==> src/hw/rtl/dip_pkg.sv <==
// Package for the double integer power core: state codes, operation codes, destination codes and float constants.
package dip_pkg;

    typedef enum logic [3:0] {
        S_IDLE,
        S_LOOP,
        S_UNPACK,
        S_NORM,
        S_MUL,
        S_DIV,
        S_POST,
        S_CHECK,
        S_DENORM,
        S_ROUND,
        S_DONE
    } state_t;

    typedef enum logic {
        OP_MUL,
        OP_RECIP
    } op_t;

    typedef enum logic {
        DST_ACC,
        DST_BASE
    } dest_t;

    localparam logic [63:0] ONE_BITS    = 64'h3FF0_0000_0000_0000;
    localparam logic [63:0] DEFAULT_NAN = 64'hFFF8_0000_0000_0000;
    localparam logic [63:0] EXP_MIN     = 64'h8000_0000_0000_0000;
    localparam logic [10:0] EXP_ALL_ONE = 11'h7FF;
    localparam logic [63:0] QUIET_BIT   = 64'h0008_0000_0000_0000;
    localparam logic signed [13:0] BIAS       = 14'sd1023;
    localparam logic signed [13:0] EXP_OVF    = 14'sd2047;
    localparam logic signed [13:0] EXP_TINY   = -14'sd60;
    localparam logic signed [12:0] EXP_SUBN   = -13'sd1022;
    localparam logic [5:0]  DIV_LAST    = 6'd55;
    localparam logic [5:0]  MUL_LAST    = 6'd4;

endpackage

==> src/hw/rtl/double_integer_power_core.sv <==
// Top level of the double integer power core: square-and-multiply on one shared float unit.
//
//  channel | signals                                  | direction
//  --------+------------------------------------------+----------
//  in      | in_valid, in_stall, base_bits, exponent  | into core
//  out     | out_valid, out_stall, power_bits,        | out of core
//          | domain_error                             |
//
// One shared binary64 unit runs up to 125 multiplies per item (four 27x27 partial products,
// normalize, round) and, for a negative exponent, one reciprocal (one quotient bit a cycle);
// each subnormal operand or result is shifted one bit a cycle. Rejected requests skip the
// unit and go straight to the output.
// Reset clears the sequencer and the output valid; no data storage needs clearing.
// in_stall is high while an item is at work; a stalled result holds in the output register.
module double_integer_power_core
    import dip_pkg::*;
(
    input  logic        clk,
    input  logic        rst_n,
    input  logic        in_valid,
    output logic        in_stall,
    input  logic [63:0] base_bits,
    input  logic signed [63:0] exponent,
    output logic        out_valid,
    input  logic        out_stall,
    output logic [63:0] power_bits,
    output logic        domain_error
);

    state_t state_reg, state_next;
    op_t    op_reg, op_next;
    dest_t  dest_reg, dest_next;

    logic [63:0] base_reg, base_next;
    logic [63:0] acc_reg, acc_next;
    logic [63:0] mag_reg, mag_next;
    logic        ph_reg, ph_next;
    logic        err_reg, err_next;
    logic [63:0] opa_reg, opa_next;
    logic [63:0] opb_reg, opb_next;
    logic        s_reg, s_next;
    logic signed [12:0] ea_reg, ea_next;
    logic signed [12:0] eb_reg, eb_next;
    logic [52:0] ma_reg, ma_next;
    logic [52:0] mb_reg, mb_next;
    logic [105:0] p_reg, p_next;
    logic signed [13:0] e_reg, e_next;
    logic [5:0]  cnt_reg, cnt_next;
    logic [53:0] prod_reg, prod_next;
    logic [1:0]  psh_reg, psh_next;
    logic [54:0] rem_reg, rem_next;
    logic        out_valid_reg, out_valid_next;
    logic [63:0] power_bits_reg, power_bits_next;
    logic        domain_error_reg, domain_error_next;

    // operand decode
    logic [10:0] xa, xb;
    logic [51:0] fa, fb;
    logic        nan_a, nan_b, inf_a, inf_b, zero_a, zero_b;
    logic        wr_en;
    logic [63:0] wr_val;
    logic [26:0] mul_a, mul_b;
    logic [105:0] pp_ext;
    logic        div_ge;
    logic [54:0] div_diff;
    logic [10:0] rnd_exp;
    logic [63:0] rnd_packed;
    logic        rnd_up;
    logic signed [13:0] e_post;

    assign xa     = opa_reg[62:52];
    assign xb     = opb_reg[62:52];
    assign fa     = opa_reg[51:0];
    assign fb     = opb_reg[51:0];
    assign nan_a  = (xa == EXP_ALL_ONE) && (fa != 52'd0);
    assign nan_b  = (xb == EXP_ALL_ONE) && (fb != 52'd0);
    assign inf_a  = (xa == EXP_ALL_ONE) && (fa == 52'd0);
    assign inf_b  = (xb == EXP_ALL_ONE) && (fb == 52'd0);
    assign zero_a = (opa_reg[62:0] == 63'd0);
    assign zero_b = (opb_reg[62:0] == 63'd0);

    assign mul_a    = cnt_reg[1] ? {1'b0, ma_reg[52:27]} : ma_reg[26:0];
    assign mul_b    = cnt_reg[0] ? {1'b0, mb_reg[52:27]} : mb_reg[26:0];
    assign pp_ext   = (psh_reg == 2'd0) ? {52'd0, prod_reg}
                    : (psh_reg == 2'd1) ? {25'd0, prod_reg, 27'd0}
                    : {prod_reg[51:0], 54'd0};
    assign div_ge   = rem_reg >= {2'b00, mb_reg};
    assign div_diff = rem_reg - {2'b00, mb_reg};

    assign rnd_exp    = (e_reg == 14'sd1) ? {10'd0, p_reg[105]} : e_reg[10:0];
    assign rnd_packed = {s_reg, rnd_exp, p_reg[104:53]};
    assign rnd_up     = p_reg[52] & ((|p_reg[51:0]) | p_reg[53]);
    assign e_post     = (p_reg[105] ? e_reg + 14'sd1 : e_reg) + BIAS;

    always_ff @(posedge clk or negedge rst_n)
    begin
        if (!rst_n)
        begin
            state_reg     <= S_IDLE;
            out_valid_reg <= 1'b0;
        end
        else
        begin
            state_reg     <= state_next;
            out_valid_reg <= out_valid_next;
        end
    end

    always_ff @(posedge clk)
    begin
        op_reg           <= op_next;
        dest_reg         <= dest_next;
        base_reg         <= base_next;
        acc_reg          <= acc_next;
        mag_reg          <= mag_next;
        ph_reg           <= ph_next;
        err_reg          <= err_next;
        opa_reg          <= opa_next;
        opb_reg          <= opb_next;
        s_reg            <= s_next;
        ea_reg           <= ea_next;
        eb_reg           <= eb_next;
        ma_reg           <= ma_next;
        mb_reg           <= mb_next;
        p_reg            <= p_next;
        e_reg            <= e_next;
        cnt_reg          <= cnt_next;
        prod_reg         <= prod_next;
        psh_reg          <= psh_next;
        rem_reg          <= rem_next;
        power_bits_reg   <= power_bits_next;
        domain_error_reg <= domain_error_next;
    end

    always_comb
    begin
        state_next        = state_reg;
        op_next           = op_reg;
        dest_next         = dest_reg;
        base_next         = base_reg;
        acc_next          = acc_reg;
        mag_next          = mag_reg;
        ph_next           = ph_reg;
        err_next          = err_reg;
        opa_next          = opa_reg;
        opb_next          = opb_reg;
        s_next            = s_reg;
        ea_next           = ea_reg;
        eb_next           = eb_reg;
        ma_next           = ma_reg;
        mb_next           = mb_reg;
        p_next            = p_reg;
        e_next            = e_reg;
        cnt_next          = cnt_reg;
        prod_next         = prod_reg;
        psh_next          = psh_reg;
        rem_next          = rem_reg;
        power_bits_next   = power_bits_reg;
        domain_error_next = domain_error_reg;
        out_valid_next    = out_valid_reg && out_stall;
        wr_en             = 1'b0;
        wr_val            = rnd_packed + {63'd0, rnd_up};

        case (state_reg)
            S_IDLE:
            begin
                if (in_valid)
                begin
                    base_next = base_bits;
                    acc_next  = ONE_BITS;
                    ph_next   = 1'b0;
                    err_next  = 1'b0;
                    if ((exponent == EXP_MIN) || (exponent[63] && (base_bits[62:0] == 63'd0)))
                    begin
                        err_next   = 1'b1;
                        acc_next   = 64'd0;
                        state_next = S_DONE;
                    end
                    else if (exponent[63])
                    begin
                        mag_next   = (~exponent) + 64'd1;
                        op_next    = OP_RECIP;
                        dest_next  = DST_BASE;
                        opa_next   = ONE_BITS;
                        opb_next   = base_bits;
                        state_next = S_UNPACK;
                    end
                    else
                    begin
                        mag_next   = exponent;
                        state_next = S_LOOP;
                    end
                end
            end

            S_LOOP:
            begin
                op_next = OP_MUL;
                if (mag_reg == 64'd0)
                begin
                    state_next = S_DONE;
                end
                else if (!ph_reg && mag_reg[0])
                begin
                    opa_next   = acc_reg;
                    opb_next   = base_reg;
                    dest_next  = DST_ACC;
                    ph_next    = 1'b1;
                    state_next = S_UNPACK;
                end
                else if (mag_reg[63:1] != 63'd0)
                begin
                    opa_next   = base_reg;
                    opb_next   = base_reg;
                    dest_next  = DST_BASE;
                    ph_next    = 1'b0;
                    mag_next   = {1'b0, mag_reg[63:1]};
                    state_next = S_UNPACK;
                end
                else
                begin
                    // last set bit used: the final squaring is not needed
                    mag_next = 64'd0;
                end
            end

            S_UNPACK:
            begin
                ma_next = {(xa != 11'd0), fa};
                mb_next = {(xb != 11'd0), fb};
                ea_next = (xa == 11'd0) ? EXP_SUBN : $signed({2'b00, xa}) - 13'sd1023;
                eb_next = (xb == 11'd0) ? EXP_SUBN : $signed({2'b00, xb}) - 13'sd1023;
                state_next = S_NORM;
                if (op_reg == OP_MUL)
                begin
                    s_next = opa_reg[63] ^ opb_reg[63];
                    if (nan_a)
                    begin
                        wr_en = 1'b1;
                        wr_val = opa_reg | QUIET_BIT;
                    end
                    else if (nan_b)
                    begin
                        wr_en = 1'b1;
                        wr_val = opb_reg | QUIET_BIT;
                    end
                    else if ((inf_a && zero_b) || (zero_a && inf_b))
                    begin
                        wr_en = 1'b1;
                        wr_val = DEFAULT_NAN;
                    end
                    else if (inf_a || inf_b)
                    begin
                        wr_en = 1'b1;
                        wr_val = {opa_reg[63] ^ opb_reg[63], EXP_ALL_ONE, 52'd0};
                    end
                    else if (zero_a || zero_b)
                    begin
                        wr_en = 1'b1;
                        wr_val = {opa_reg[63] ^ opb_reg[63], 63'd0};
                    end
                end
                else
                begin
                    s_next = opb_reg[63];
                    if (nan_b)
                    begin
                        wr_en = 1'b1;
                        wr_val = opb_reg | QUIET_BIT;
                    end
                    else if (inf_b)
                    begin
                        wr_en = 1'b1;
                        wr_val = {opb_reg[63], 63'd0};
                    end
                    else if (zero_b)
                    begin
                        wr_en = 1'b1;
                        wr_val = {opb_reg[63], EXP_ALL_ONE, 52'd0};
                    end
                end
            end

            S_NORM:
            begin
                // one bit a cycle for subnormal operands
                if (!ma_reg[52])
                begin
                    ma_next = {ma_reg[51:0], 1'b0};
                    ea_next = ea_reg - 13'sd1;
                end
                else if (!mb_reg[52])
                begin
                    mb_next = {mb_reg[51:0], 1'b0};
                    eb_next = eb_reg - 13'sd1;
                end
                else
                begin
                    cnt_next = 6'd0;
                    p_next   = 106'd0;
                    if (op_reg == OP_MUL)
                    begin
                        e_next     = 14'(ea_reg) + 14'(eb_reg);
                        state_next = S_MUL;
                    end
                    else
                    begin
                        e_next     = -14'(eb_reg) - 14'sd1;
                        rem_next   = {2'b00, 1'b1, 52'd0};
                        state_next = S_DIV;
                    end
                end
            end

            S_MUL:
            begin
                if (cnt_reg != 6'd0)
                begin
                    p_next = p_reg + pp_ext;
                end
                if (cnt_reg == MUL_LAST)
                begin
                    state_next = S_POST;
                end
                else
                begin
                    prod_next = mul_a * mul_b;
                    psh_next  = 2'({1'b0, cnt_reg[1]} + {1'b0, cnt_reg[0]});
                    cnt_next  = cnt_reg + 6'd1;
                end
            end

            S_DIV:
            begin
                rem_next = div_ge ? {div_diff[53:0], 1'b0} : {rem_reg[53:0], 1'b0};
                if (cnt_reg == DIV_LAST)
                begin
                    p_next = {p_reg[54:0], div_ge, 49'd0,
                              (div_ge ? div_diff : rem_reg) != 55'd0};
                    state_next = S_POST;
                end
                else
                begin
                    p_next   = {p_reg[104:0], div_ge};
                    cnt_next = cnt_reg + 6'd1;
                end
            end

            S_POST:
            begin
                if (!p_reg[105])
                begin
                    p_next = {p_reg[104:0], 1'b0};
                end
                e_next     = e_post;
                state_next = S_CHECK;
            end

            S_CHECK:
            begin
                if (e_reg >= EXP_OVF)
                begin
                    wr_en  = 1'b1;
                    wr_val = {s_reg, EXP_ALL_ONE, 52'd0};
                end
                else if (e_reg < EXP_TINY)
                begin
                    // far below the smallest subnormal: only sticky survives
                    p_next     = {105'd0, 1'b1};
                    e_next     = 14'sd1;
                    state_next = S_ROUND;
                end
                else if (e_reg < 14'sd1)
                begin
                    state_next = S_DENORM;
                end
                else
                begin
                    state_next = S_ROUND;
                end
            end

            S_DENORM:
            begin
                if (e_reg == 14'sd1)
                begin
                    state_next = S_ROUND;
                end
                else
                begin
                    p_next = {1'b0, p_reg[105:2], p_reg[1] | p_reg[0]};
                    e_next = e_reg + 14'sd1;
                end
            end

            S_ROUND:
            begin
                wr_en = 1'b1;
            end

            S_DONE:
            begin
                if (!out_valid_reg || !out_stall)
                begin
                    power_bits_next   = acc_reg;
                    domain_error_next = err_reg;
                    out_valid_next    = 1'b1;
                    state_next        = S_IDLE;
                end
            end

            default:
            begin
                state_next = S_IDLE;
            end
        endcase

        // retire a unit result into its destination
        if (wr_en)
        begin
            if (dest_reg == DST_ACC)
            begin
                acc_next = wr_val;
            end
            else
            begin
                base_next = wr_val;
            end
            state_next = S_LOOP;
        end
    end

    assign in_stall     = (state_reg != S_IDLE);
    assign out_valid    = out_valid_reg;
    assign power_bits   = power_bits_reg;
    assign domain_error = domain_error_reg;

endmodule
==> config.mk <==
export PLATFORM = sky130hd
export DESIGN_NAME = double_integer_power_core
export DESIGN_NICKNAME = d
export VERILOG_FILES = /design/src/hw/rtl/dip_pkg.sv /design/src/hw/rtl/double_integer_power_core.sv
export SDC_FILE = /design/constraint.sdc
export NUM_CORES = 2
export LEC_CHECK = 0
export BUFFER_PORTS_ARGS = -buffer_cell sky130_fd_sc_hd__buf_2
export CELL_PAD_IN_SITES_DETAIL_PLACEMENT = 0
export CELL_PAD_IN_SITES_GLOBAL_PLACEMENT = 1
export CORE_MARGIN = 1
export CORE_UTILIZATION = 45
export CTS_CLUSTER_DIAMETER = 80
export DETAILED_ROUTE_END_ITERATION = 6
export PLACE_DENSITY = 0.85
export SYNTH_ARGS = -nofsm -noshare
export SYNTH_HDL_FRONTEND = slang
export SYNTH_SLANG_ARGS = --single-unit
==> constraint.sdc <==
create_clock -name clk -period 10 [get_ports clk]
set_input_delay 1 -clock clk [delete_from_list [all_inputs] [get_ports clk]]
set_output_delay 1 -clock clk [all_outputs]
set_load 0.02 [all_outputs]
==> flow_summary.ini <==
[sta]
fmax_mhz = 109
finalHoldViolCount = 0
skew_ns = 0.0681
worst_slack_ns = 0.841
setup-tns-final_ns = 0
fin_hold_ws_ns = 0.0842
period_minus_slack_ns = 9.16
period_share = 0.916
grt_setup_unrepaired = no
setup_viol = 0
worstMarginPinSlew_ns = 1.28
slew_viol_final = 0
max-slew-margin-rel = 0.142

[synthesis]
yosysWarnings = 0
synth_seq_cells = 763
netlist_instances = 8473
synth-edff-count = 630
synthArstFlopShare = 0.00655
syn-cell-area_sq_mm = 0.0736
synth.distinct_cells = 96
yosysSeqAreaShare = 0.294
avgSynthCellArea_sq_um = 8.68
syn_nets = 9610
synth_ff_type = edfxtp_1

[place]
post-dp-hpwl_um = 220000
place_ws_ns = 1.01
io_buffers = 198
gp_congestion = 1.06

[setup_path]
crit_family = adder cells
path_class = register to register
critPathMaxFanout = 42
slowest_stage = a21boi_2
cp-startpoint = cnt_reg[0]
crit_path_end_kind = register
crit_buf_inv = 7
cp.arrival_ns = 9.59
cpPeakStageDelay_ns = 0.70
startpoint_type = register
timing.rr.start = cnt_reg[0]
required_ns = 10.43
critPathMostFrequentCell = fa_1

[clocking]
cts_tree = yes
clock_latency_ns = 0.75
cts_made_buffers = 87
cts_hold_buf = 0
post_cts_resize_count = 0
clock_path_buffers = 3
htree_levels = 3
root_buffer = clkbuf_16
cts_setup_buffers = 0
clock_sinks = 763
clk_pin_slew_worst_paths_ns = 0.06

[floorplan]
die_w_um = 406
dieArea_sq_mm = 0.165
start_util = 0.453
placementRows = 148
core_sq_mm = 0.163
die_h_um = 406
num_io_pins = 199

[run_status]
violations = design-rule violations
status = complete, but fails checks

[grt]
grt.total_usage = 0.336
grt_overflow_total = 0
use_met2 = 0.496
grt_pass1_wl_um = 414000
busiest_layer = met2
use_met3 = 0.0750
antenna_found_initial = 13
grt_pass1_vias = 63100
grt_max_degree = 109
gr-usage-met1 = 0.461

[routing]
drc_errors = 24
vias_per_cell = 6.15
vias = 65900
postRouteWirelength_um = 280000
antenna_left = 0
first_pass_iters = 7
first_iter_violations = 8084
wire_per_inst_um = 26.1

[finish]
drive_above_1_share = 0.0708
layout_common_cells = 1603 x nand2_1, 848 x inv_1, 630 x edfxtp_1
final_common_cell = nand2_1
fillCellCount = 15600
area_delta_synth_final_pct = 8.56
fin_nets = 9599
largest_reg_flops = 106

[run]
cap_viol_max_count = 0

[worst_hold_path]
hold_class = input port to asynchronous set/reset pin
## worst register-to-register path, delay by kind of cell (launching register included)
kind | cells | cell delay, ns
xor gates and xnor gates | 1 | 0.13
buffers and inverters | 7 | 1.07
and+or+nand+nor | 3 | 0.40
DFF | 1 | 0.40
adders and majority gates | 8 | 3.84
AOI/OAI and AO/OA | 10 | 3.03
## per-layer routing
| metal | up-vias | routed length, um |
|---|---|---|
| met3 | 747 | 32600 |
| met4 | 14 | 17000 |
| met2 | 3957 | 119000 |
| met1 | 32100 | 111000 |
| met5 | - | 89 |
| li1 | 29100 | - |
## synthesized netlist by cell type (17+ instances only)
| cell type | count | area [sq um] |
|---|---|---|
| a31oi_1 | 66 | 413 |
| a21boi_0 | 26 | 195 |
| a22o_1 | 61 | 534 |
| inv_1 | 850 | 3190 |
| o211ai_1 | 18 | 135 |
| o22a_1 | 27 | 236 |
| nand2b_1 | 35 | 219 |
| and4_1 | 17 | 149 |
| and3_1 | 46 | 288 |
| and2_1 | 102 | 638 |
| or4_1 | 19 | 143 |
| nor2_1 | 606 | 2270 |
| or3_1 | 18 | 113 |
| a21o_1 | 125 | 938 |
| o31ai_1 | 87 | 653 |
| nand2_1 | 1604 | 6020 |
| clkbuf_1 | 404 | 1520 |
| o221ai_1 | 20 | 175 |
| buf_1 | 48 | 180 |
| a222oi_1 | 57 | 571 |
| nand3_1 | 176 | 881 |
| o21a_1 | 38 | 285 |
| o21bai_1 | 62 | 465 |
| fa_1 | 627 | 12600 |
| nand4_1 | 92 | 576 |
| o22ai_1 | 22 | 138 |
| or2_2 | 21 | 131 |
| o21ai_1 | 32 | 160 |
| mux2i_1 | 72 | 721 |
| nor2b_1 | 38 | 238 |
| dfxtp_1 | 128 | 2560 |
| nor3_1 | 76 | 380 |
| xor2_1 | 173 | 1520 |
| ha_1 | 378 | 4730 |
| a211oi_1 | 39 | 293 |
| a22oi_1 | 59 | 443 |
| o21ai_0 | 590 | 2950 |
| xnor2_1 | 229 | 2010 |
| mux2_2 | 28 | 315 |
| edfxtp_1 | 630 | 18900 |
| nor4_1 | 119 | 744 |
| a21oi_1 | 396 | 1980 |
## path summary, 6_finish.rpt
path,to,slack (ns),cells after the start
max,prod_reg[53],0.84,29
min,state_reg[2],0.08,1
max reg2reg,prod_reg[53],0.84,29
min reg2reg,domain_error,0.42,0
max in group asynchronous,state_reg[1],9.74,1
min in group clk,domain_error,0.42,0
## per-stage QoR
stage	area [sq um]	instances	utilization
after global routing	79900	10700	0.491
after floorplan	73600	8473	-
after CTS	79900	10700	0.491
final	79900	10700	0.491
after global placement	77000	10500	0.474
after detailed placement	77000	10500	0.474
## area by class of cell
cell class | instances | area (sq um) | share of cell area
tap | 2175 | 2720 | 0.0341
multi-input combinational | 6402 | 47300 | 0.592
clock buffer | 120 | 2460 | 0.0308
inverter | 852 | 3200 | 0.0400
sequential | 763 | 21600 | 0.271
antenna | 5 | 12.5 | 0.000157
timing repair buffer | 356 | 2190 | 0.0274
clock inverter | 36 | 389 | 0.00487
## logic make-up (layout without fill, tap and decap cells)
group / Yosys count / in the layout / synth area share
adder cells (fa/ha/maj): 1005 / 1005 / 0.235
buffers and inverters: 1308 / 1364 / 0.0668
flip-flops: 763 / 763 / 0.294
XOR/XNOR: 402 / 402 / 0.0479
AO/OA/AOI/OAI: 1878 / 1878 / 0.163
AND/OR/NAND/NOR: 3017 / 3017 / 0.180
multiplexers: 100 / 100 / 0.0141
other: 0 / 5 / 0
Power is not shown: default switching activity piles up to over one toggle a cycle in this logic, so the estimate is an artifact.
